===== src/rtl/htbd_pkg.sv =====
// Package for the Huffman tree bit decoder: word types, node record and codes.
// Used by the walker and the top level; depends on nothing.
package htbd_pkg;

    localparam int NODE_COUNT_DEF = 512;
    localparam int CHILD_W        = 9;
    localparam int SYM_W          = 8;
    localparam int CNT_W          = 32;
    localparam logic [3:0] BYTE_BITS = 4'd8;

    localparam logic KIND_LOAD   = 1'b0;
    localparam logic KIND_DECODE = 1'b1;

    typedef struct packed {
        logic               kind;
        logic [CHILD_W-1:0] node_index;
        logic               node_is_leaf;
        logic [SYM_W-1:0]   node_symbol;
        logic [CHILD_W-1:0] left_child;
        logic [CHILD_W-1:0] right_child;
        logic [7:0]         code_byte;
    } t_in_word;

    typedef struct packed {
        logic [SYM_W-1:0] symbol;
        logic             last;
        logic             finished;
    } t_out_word;

    typedef struct packed {
        logic               leaf;
        logic [SYM_W-1:0]   symbol;
        logic [CHILD_W-1:0] left_child;
        logic [CHILD_W-1:0] right_child;
    } t_node;

    typedef enum logic [1:0] {
        S_IDLE,
        S_WALK,
        S_FLUSH
    } t_state;

endpackage


===== src/rtl/htbd_walker.sv =====
// Tree walker: loads nodes, walks code bits one per cycle through the node RAM while the output
// is not stalled, and delivers symbols through a hold stage and an output register. Uses htbd_pkg.
module htbd_walker import htbd_pkg::*; #(
    parameter int NODE_COUNT = NODE_COUNT_DEF
) (
    input  logic                          i_clk,
    input  logic                          i_rst_n,
    input  logic                          i_in_valid,
    output logic                          o_in_stall,
    input  t_in_word                      i_in_word,
    output logic                          o_out_valid,
    input  logic                          i_out_stall,
    output t_out_word                     o_out_word,
    input  logic [CNT_W-1:0]              i_total,
    output logic                          o_ram_we,
    output logic [$clog2(NODE_COUNT)-1:0] o_ram_waddr,
    output t_node                         o_ram_wdata,
    output logic                          o_ram_re,
    output logic [$clog2(NODE_COUNT)-1:0] o_ram_raddr,
    input  t_node                         i_ram_rdata
);

    localparam int AW = $clog2(NODE_COUNT);

    t_state           r_state, n_state;
    logic [7:0]       r_byte, n_byte;
    logic [3:0]       r_left, n_left;
    logic             r_land, n_land;
    logic [AW-1:0]    r_addr, n_addr;
    logic [AW-1:0]    r_cur, n_cur;
    logic [CNT_W-1:0] r_count, n_count;
    t_node            r_root, n_root;
    logic             r_hold_v, n_hold_v;
    logic [SYM_W-1:0] r_hold_sym, n_hold_sym;
    logic             r_hold_fin, n_hold_fin;
    logic             r_out_v, n_out_v;
    t_out_word        r_out, n_out;

    logic             out_free;
    logic             out_load;
    logic             leaf_hit;
    logic [CNT_W-1:0] cnt_inc;
    logic             fin;
    logic             step_ok;
    t_node            cur_rec;
    logic [AW-1:0]    cur_idx;
    logic             bit_sel;
    logic [CHILD_W-1:0] child;
    logic [AW-1:0]    nxt;
    logic             move;
    logic             load_ok;
    t_node            load_node;

    always_ff @(posedge i_clk) begin
        if (!i_rst_n) begin
            r_state  <= S_IDLE;
            r_land   <= 1'b0;
            r_left   <= '0;
            r_cur    <= '0;
            r_count  <= '0;
            r_hold_v <= 1'b0;
            r_out_v  <= 1'b0;
        end else begin
            r_state  <= n_state;
            r_land   <= n_land;
            r_left   <= n_left;
            r_cur    <= n_cur;
            r_count  <= n_count;
            r_hold_v <= n_hold_v;
            r_out_v  <= n_out_v;
        end
    end

    always_ff @(posedge i_clk) begin
        r_byte     <= n_byte;
        r_addr     <= n_addr;
        r_root     <= n_root;
        r_hold_sym <= n_hold_sym;
        r_hold_fin <= n_hold_fin;
        r_out      <= n_out;
    end

    assign out_free  = !r_out_v || !i_out_stall;
    assign leaf_hit  = (r_state == S_WALK) && r_land && i_ram_rdata.leaf;
    assign cnt_inc   = r_count + CNT_W'(1);
    assign fin       = (cnt_inc == i_total);
    assign step_ok   = !(leaf_hit && r_hold_v && !out_free);
    assign cur_rec   = leaf_hit ? r_root : i_ram_rdata;
    assign cur_idx   = leaf_hit ? '0 : r_addr;
    assign bit_sel   = r_byte[3'(r_left - 4'd1)];
    assign child     = bit_sel ? cur_rec.left_child : cur_rec.right_child;
    assign nxt       = (32'(child) < NODE_COUNT) ? AW'(child) : '0;
    assign move      = (r_left != 4'd0) && !(leaf_hit && fin);
    assign load_ok   = (32'(i_in_word.node_index) < NODE_COUNT);
    assign load_node = '{leaf:        i_in_word.node_is_leaf,
                         symbol:      i_in_word.node_symbol,
                         left_child:  i_in_word.left_child,
                         right_child: i_in_word.right_child};

    always_comb begin
        n_state    = r_state;
        n_byte     = r_byte;
        n_left     = r_left;
        n_land     = r_land;
        n_addr     = r_addr;
        n_cur      = r_cur;
        n_count    = r_count;
        n_root     = r_root;
        n_hold_v   = r_hold_v;
        n_hold_sym = r_hold_sym;
        n_hold_fin = r_hold_fin;
        n_out      = r_out;
        out_load   = 1'b0;
        o_ram_we   = 1'b0;
        o_ram_re   = 1'b0;
        o_ram_raddr = nxt;
        unique case (r_state)
            S_IDLE: begin
                if (i_in_valid) begin
                    if (i_in_word.kind == KIND_LOAD) begin
                        if (load_ok) begin
                            o_ram_we = 1'b1;
                            if (AW'(i_in_word.node_index) == '0) begin
                                n_root = load_node;
                            end
                        end
                    end else if (r_count < i_total) begin
                        n_byte      = i_in_word.code_byte;
                        o_ram_re    = 1'b1;
                        o_ram_raddr = r_cur;
                        n_addr      = r_cur;
                        n_land      = 1'b0;
                        n_left      = BYTE_BITS;
                        n_state     = S_WALK;
                    end
                end
            end
            S_WALK: begin
                if (step_ok) begin
                    if (leaf_hit) begin
                        n_count = cnt_inc;
                        if (r_hold_v) begin
                            out_load = 1'b1;
                            n_out    = '{symbol: r_hold_sym, last: 1'b0,
                                         finished: r_hold_fin};
                        end
                        n_hold_v   = 1'b1;
                        n_hold_sym = i_ram_rdata.symbol;
                        n_hold_fin = fin;
                    end
                    if (move) begin
                        o_ram_re = 1'b1;
                        n_addr   = nxt;
                        n_land   = 1'b1;
                        n_left   = r_left - 4'd1;
                    end else begin
                        n_cur   = cur_idx;
                        n_land  = 1'b0;
                        n_state = (r_hold_v || leaf_hit) ? S_FLUSH : S_IDLE;
                    end
                end
            end
            S_FLUSH: begin
                if (out_free) begin
                    out_load = 1'b1;
                    n_out    = '{symbol: r_hold_sym, last: 1'b1, finished: r_hold_fin};
                    n_hold_v = 1'b0;
                    n_state  = S_IDLE;
                end
            end
            default: begin
                n_state = S_IDLE;
            end
        endcase
        n_out_v = out_load ? 1'b1 : (r_out_v && i_out_stall);
    end

    assign o_in_stall  = (r_state != S_IDLE);
    assign o_out_valid = r_out_v;
    assign o_out_word  = r_out;
    assign o_ram_waddr = AW'(i_in_word.node_index);
    assign o_ram_wdata = load_node;

    a_idle_hold_empty: assert property (@(posedge i_clk) disable iff (!i_rst_n)
        r_state == S_IDLE |-> !r_hold_v)
        else $error("symbol left in hold stage while idle");

    a_left_range: assert property (@(posedge i_clk) disable iff (!i_rst_n)
        r_left <= BYTE_BITS)
        else $error("bit counter beyond one byte");

    a_read_on_decode: assert property (@(posedge i_clk) disable iff (!i_rst_n)
        (r_state == S_IDLE && o_ram_re) |-> (i_in_valid && i_in_word.kind == KIND_DECODE))
        else $error("node read issued while idle without a decode word");

    a_not_last_keeps_hold: assert property (@(posedge i_clk) disable iff (!i_rst_n)
        (out_load && !n_out.last) |=> r_hold_v)
        else $error("non-final symbol sent without a following symbol held");

endmodule


===== config.mk =====
export PLATFORM = sky130hd
export DESIGN_NAME = htbd_walker
export DESIGN_NICKNAME = d
export VERILOG_FILES = /design/src/rtl/htbd_pkg.sv /design/src/rtl/htbd_walker.sv
export SDC_FILE = /design/constraint.sdc
export NUM_CORES = 1
export LEC_CHECK = 0
export BUFFER_PORTS_ARGS = -buffer_cell sky130_fd_sc_hd__buf_2
export CAP_MARGIN = 20
export CORE_ASPECT_RATIO = 1.1
export CORE_MARGIN = 3
export CORE_UTILIZATION = 54
export CTS_CLUSTER_SIZE = 24
export DETAILED_ROUTE_END_ITERATION = 10
export PLACE_DENSITY_LB_ADDON = 0.2
export SETUP_SLACK_MARGIN = 0.05
export SYNTH_ARGS = -nofsm -noshare
export SYNTH_HDL_FRONTEND = slang
export SYNTH_SLANG_ARGS = --single-unit

===== constraint.sdc =====
create_clock -name i_clk -period 4.9 [get_ports i_clk]
set_input_delay 0.735 -clock i_clk [delete_from_list [all_inputs] [get_ports i_clk]]
set_output_delay 0.735 -clock i_clk [all_outputs]
set_load 0.05 [all_outputs]

==> impl_results.rst <==
.. list-table::
   :header-rows: 1

   * - Metric
     - Value
   * - Run status
     - completed
   * - Dominant delay contributor by cell family on the critical path
     - simple AND/OR/NAND/NOR gates
   * - Critical path start-end classification
     - reg2out
   * - Maximum single-stage delay on the critical path
     - 0.58 ns
   * - Overall die height
     - 123 um
   * - Data required time of the worst path
     - 4.16 ns
   * - 1st-pass router iterations
     - 5
   * - Number of global-route vias before repair
     - around 5400
   * - Buf/Inv on CP
     - 1
   * - Number of DRC violations after detailed-routing iteration 0
     - 329
   * - Hold/Removal Path Class
     - reg2reg
   * - CP Cell Sequence
     - nand4_1 -> nor3_1 -> nand4_1 -> xnor2_1 -> or4_1 -> or4_4 -> or3_4 -> a31o_2 -> buf_2
   * - Post-layout total power
     - between 2000 and 2500 uW
   * - Final setup violation count
     - 0
   * - Syn_area_per_cell
     - just under 10 sq um
   * - Number of standard-cell rows in the floorplan
     - between 40 and 50
   * - Detailed Place HPWL
     - 12900 um
   * - H-tree levels
     - 3
   * - Hold violation total from the final report
     - 0
   * - Number of synthesis warnings
     - 0
   * - Worst Setup Start Kind
     - flip-flop
   * - Maximum number of pins on one net before global-route repair
     - 31
   * - Highest-count cells in the layout ignoring fill and taps
     - sky130_fd_sc_hd__buf_2 (148), sky130_fd_sc_hd__nand2_1 (63), sky130_fd_sc_hd__edfxtp_1 (54)
   * - Synthesized netlist cell count
     - between 600 and 700
   * - Number of design rule violations left after detail routing
     - 0
   * - Synth cell types
     - 62
   * - # IOs
     - 167
   * - Overall via count from detail_route
     - about 5500
   * - Clock buffer count from CTS
     - 9
   * - Most common cell after layout, fill and taps aside
     - sky130_fd_sc_hd__buf_2
   * - Number of clock sinks
     - 104
   * - Final Routed Wirelength
     - 16700 um
   * - RSZ-0062 raised after global routing
     - false
   * - Max transition margin
     - around 34%
   * - Maximum frequency from static timing analysis
     - about 220 MHz
   * - First-pass GRT wire length
     - 26500 um
   * - Most frequent cell on the critical path
     - sky130_fd_sc_hd__nand4_1
   * - Final estimated routing congestion in global placement
     - roughly 0.91
   * - Number of antenna violations at the first check in global routing
     - 0
   * - Ratio of cells with drive above 1 in the final layout
     - approximately 27%
   * - Register area
     - between 2000 and 3000 sq um
   * - Starting density of the core
     - around 55%
   * - Post-synth net total
     - between 800 and 900
   * - Clock-pin transition on the worst setup and hold timing paths
     - ~0.070 ns
   * - Cell area after synthesis
     - 6710 sq um
   * - Highest-delay cell along the critical path
     - sky130_fd_sc_hd__or4_4
   * - Synthesis-stage register bit count
     - between 100 and 150
   * - Buffer depth of the longest clock path
     - 2
   * - Total leakage power
     - roughly 0.0032 uW
   * - Crit path arrival time
     - 3.91 ns
   * - Area overhead of the layout relative to synthesis
     - 14.9%
   * - Aggregate negative setup slack
     - 0 ns
   * - Die Footprint
     - about 14000 sq um
   * - Via-per-instance ratio
     - approximately 5.7
   * - Buffers on Ports
     - between 100 and 150
   * - Sum of overflow across all layers after global routing
     - 0
   * - DR WL/cell
     - between 15 and 20 um
   * - Skew-Pair Late Insertion Delay
     - about 0.35 ns
   * - Share of synthesized flip-flops with an asynchronous set or reset
     - 0%
   * - Core Region
     - 12100 sq um
   * - Hold buffer count at CTS
     - 0
   * - Overall fraction of global-route tracks in use
     - between 20% and 30%
   * - Number of enable flip-flop cells after synthesis
     - 54
   * - Worst setup skew after layout
     - between 0.007 and 0.008 ns
   * - Leading register cell type out of synthesis
     - sky130_fd_sc_hd__edfxtp_1
   * - Routed Antenna Nets
     - 0
   * - Worst IR Drop VDD
     - approximately 260 uV
   * - Maximum fanout count along the critical path
     - 9
   * - CTS tree
     - done
   * - Max Slew Vio Count
     - 0
   * - CP endpoint kind
     - output pin
   * - Share of the yosys chip area belonging to registers
     - between 30% and 40%
   * - Filler instances
     - 1015
   * - Final Cycle Share
     - 94.7%
   * - Count of inserted antenna diode cells
     - 0
   * - Minimum clock period after layout
     - between 4 and 5 ns
   * - Chip Width
     - 112 um
   * - Clock root buffer master
     - sky130_fd_sc_hd__clkbuf_16
   * - Worst slew pin tran
     - a little under 1 ns
   * - Pwr Density
     - roughly 310 nW/um^2
   * - Max-cap check violation count
     - 0
   * - Area of combinational cells with multiple inputs
     - approximately 3600 sq um
   * - # nets final
     - about 950
[worst register-to-register path, delay by kind of cell (launching register included)]
| family | cells | cell delay [ns] |
|---|---|---|
| AOI/OAI and AO/OA | 2 | 0.51 |
| xor gates and xnor gates | 1 | 0.15 |
| buffers and inverters | 1 | 0.25 |
| DFF | 1 | 0.53 |
| and+or+nand+nor | 6 | 2.39 |
[Yosys cell counts, types with 19 or more instances]
cell	number	area [sq um]
sky130_fd_sc_hd__clkbuf_1	22	82.6
sky130_fd_sc_hd__nor2_1	43	161
sky130_fd_sc_hd__buf_4	37	278
sky130_fd_sc_hd__ha_1	39	488
sky130_fd_sc_hd__nand4_1	19	119
sky130_fd_sc_hd__xor2_1	31	272
sky130_fd_sc_hd__edfxtp_1	54	1620
sky130_fd_sc_hd__dfxtp_1	50	1000
sky130_fd_sc_hd__nand2_1	63	236
sky130_fd_sc_hd__a21oi_1	27	135
sky130_fd_sc_hd__o21ai_0	20	100
sky130_fd_sc_hd__xnor2_1	37	324
sky130_fd_sc_hd__inv_1	41	154
sky130_fd_sc_hd__nand3_1	35	175
[power by group]
group | internal, uW | switching, uW
clock | 346 | 339
combinational | 255 | 420
sequential | 989 | 31.6
total | 1590 | 791
[layer usage]
metal | up-vias | share of wire, % | routed length (um) | global-route usage, %
met4 | 0 | 2.0 | 337 | 8.11
met2 | 196 | 49 | 8120 | 41.8
met5 | - | 0 | 0 | 0
met1 | 2600 | 43 | 7250 | 30.8
li1 | 2682 | - | - | -
met3 | 29 | 5.8 | 975 | 4.16
[kinds of logic (layout without fill, tap and decap cells)]
group	Yosys count	in the layout	share of synthesized area, %
multiplexers	45	45	9.10
adder cells (fa/ha/maj)	39	39	7.27
XOR/XNOR	68	68	8.88
AO/OA/AOI/OAI	83	83	7.69
flip-flops	104	104	39.1
AND/OR/NAND/NOR	251	251	20.0
buffers and inverters	104	222	7.95
[sequential cells by signal, summed over array words and instances, names as in the netlist]
register and flops:
o_out_valid 1, o_out_word 10, r_addr 9, r_byte 8, r_count 32, r_cur 9, r_hold_fin 1, r_hold_sym 8
r_hold_v 1, r_land 1, r_left 4, r_root 18, r_state 2
[final cells by class]
cell class | count | share of cell area [%]
multi-input cells | 486 | 46.5
inverters | 42 | 2.05
well taps | 154 | 2.50
repair buffers | 164 | 11.4
flip-flops and latches | 104 | 34.0
clock inverters | 7 | 0.568
clock buffers | 9 | 2.92
[path summary, 6_finish.rpt]
| path | end | slack [ns] | cells past startpoint | startpoint |
|---|---|---|---|---|
| max | o_ram_re | 0.26 | 9 | r_count[17]$_SDFFE_PN0P_ |
| min | o_out_word[0]$_DFFE_PP_ | 0.43 | 0 | r_hold_fin$_DFFE_PP_ |
| max reg2reg | r_land$_SDFFE_PN0P_ | 0.97 | 10 | r_count[17]$_SDFFE_PN0P_ |
| min reg2reg | o_out_word[0]$_DFFE_PP_ | 0.43 | 0 | r_hold_fin$_DFFE_PP_ |
[stage by stage]
step	instances	instance area [sq um]	utilization (%)	worst slack, ns	hold slack [ns]
finish	966	7710	63.8	0.259	0.427
global route	966	7710	63.8	0.0563	0.429
floorplan	694	6710	-	0.875	0.400
CTS	966	7690	63.7	0.0972	0.428
detailed placement	950	7420	61.4	0.503	0.411
global placement	949	7400	61.2	0.519	0.401
[what timing repair did]
item / CTS / global route
endpoints found under the setup margin: 0 / 1
setup buffers: 0 / 0
resized for setup: 0 / 2
Power figures use the tool's default switching activity.
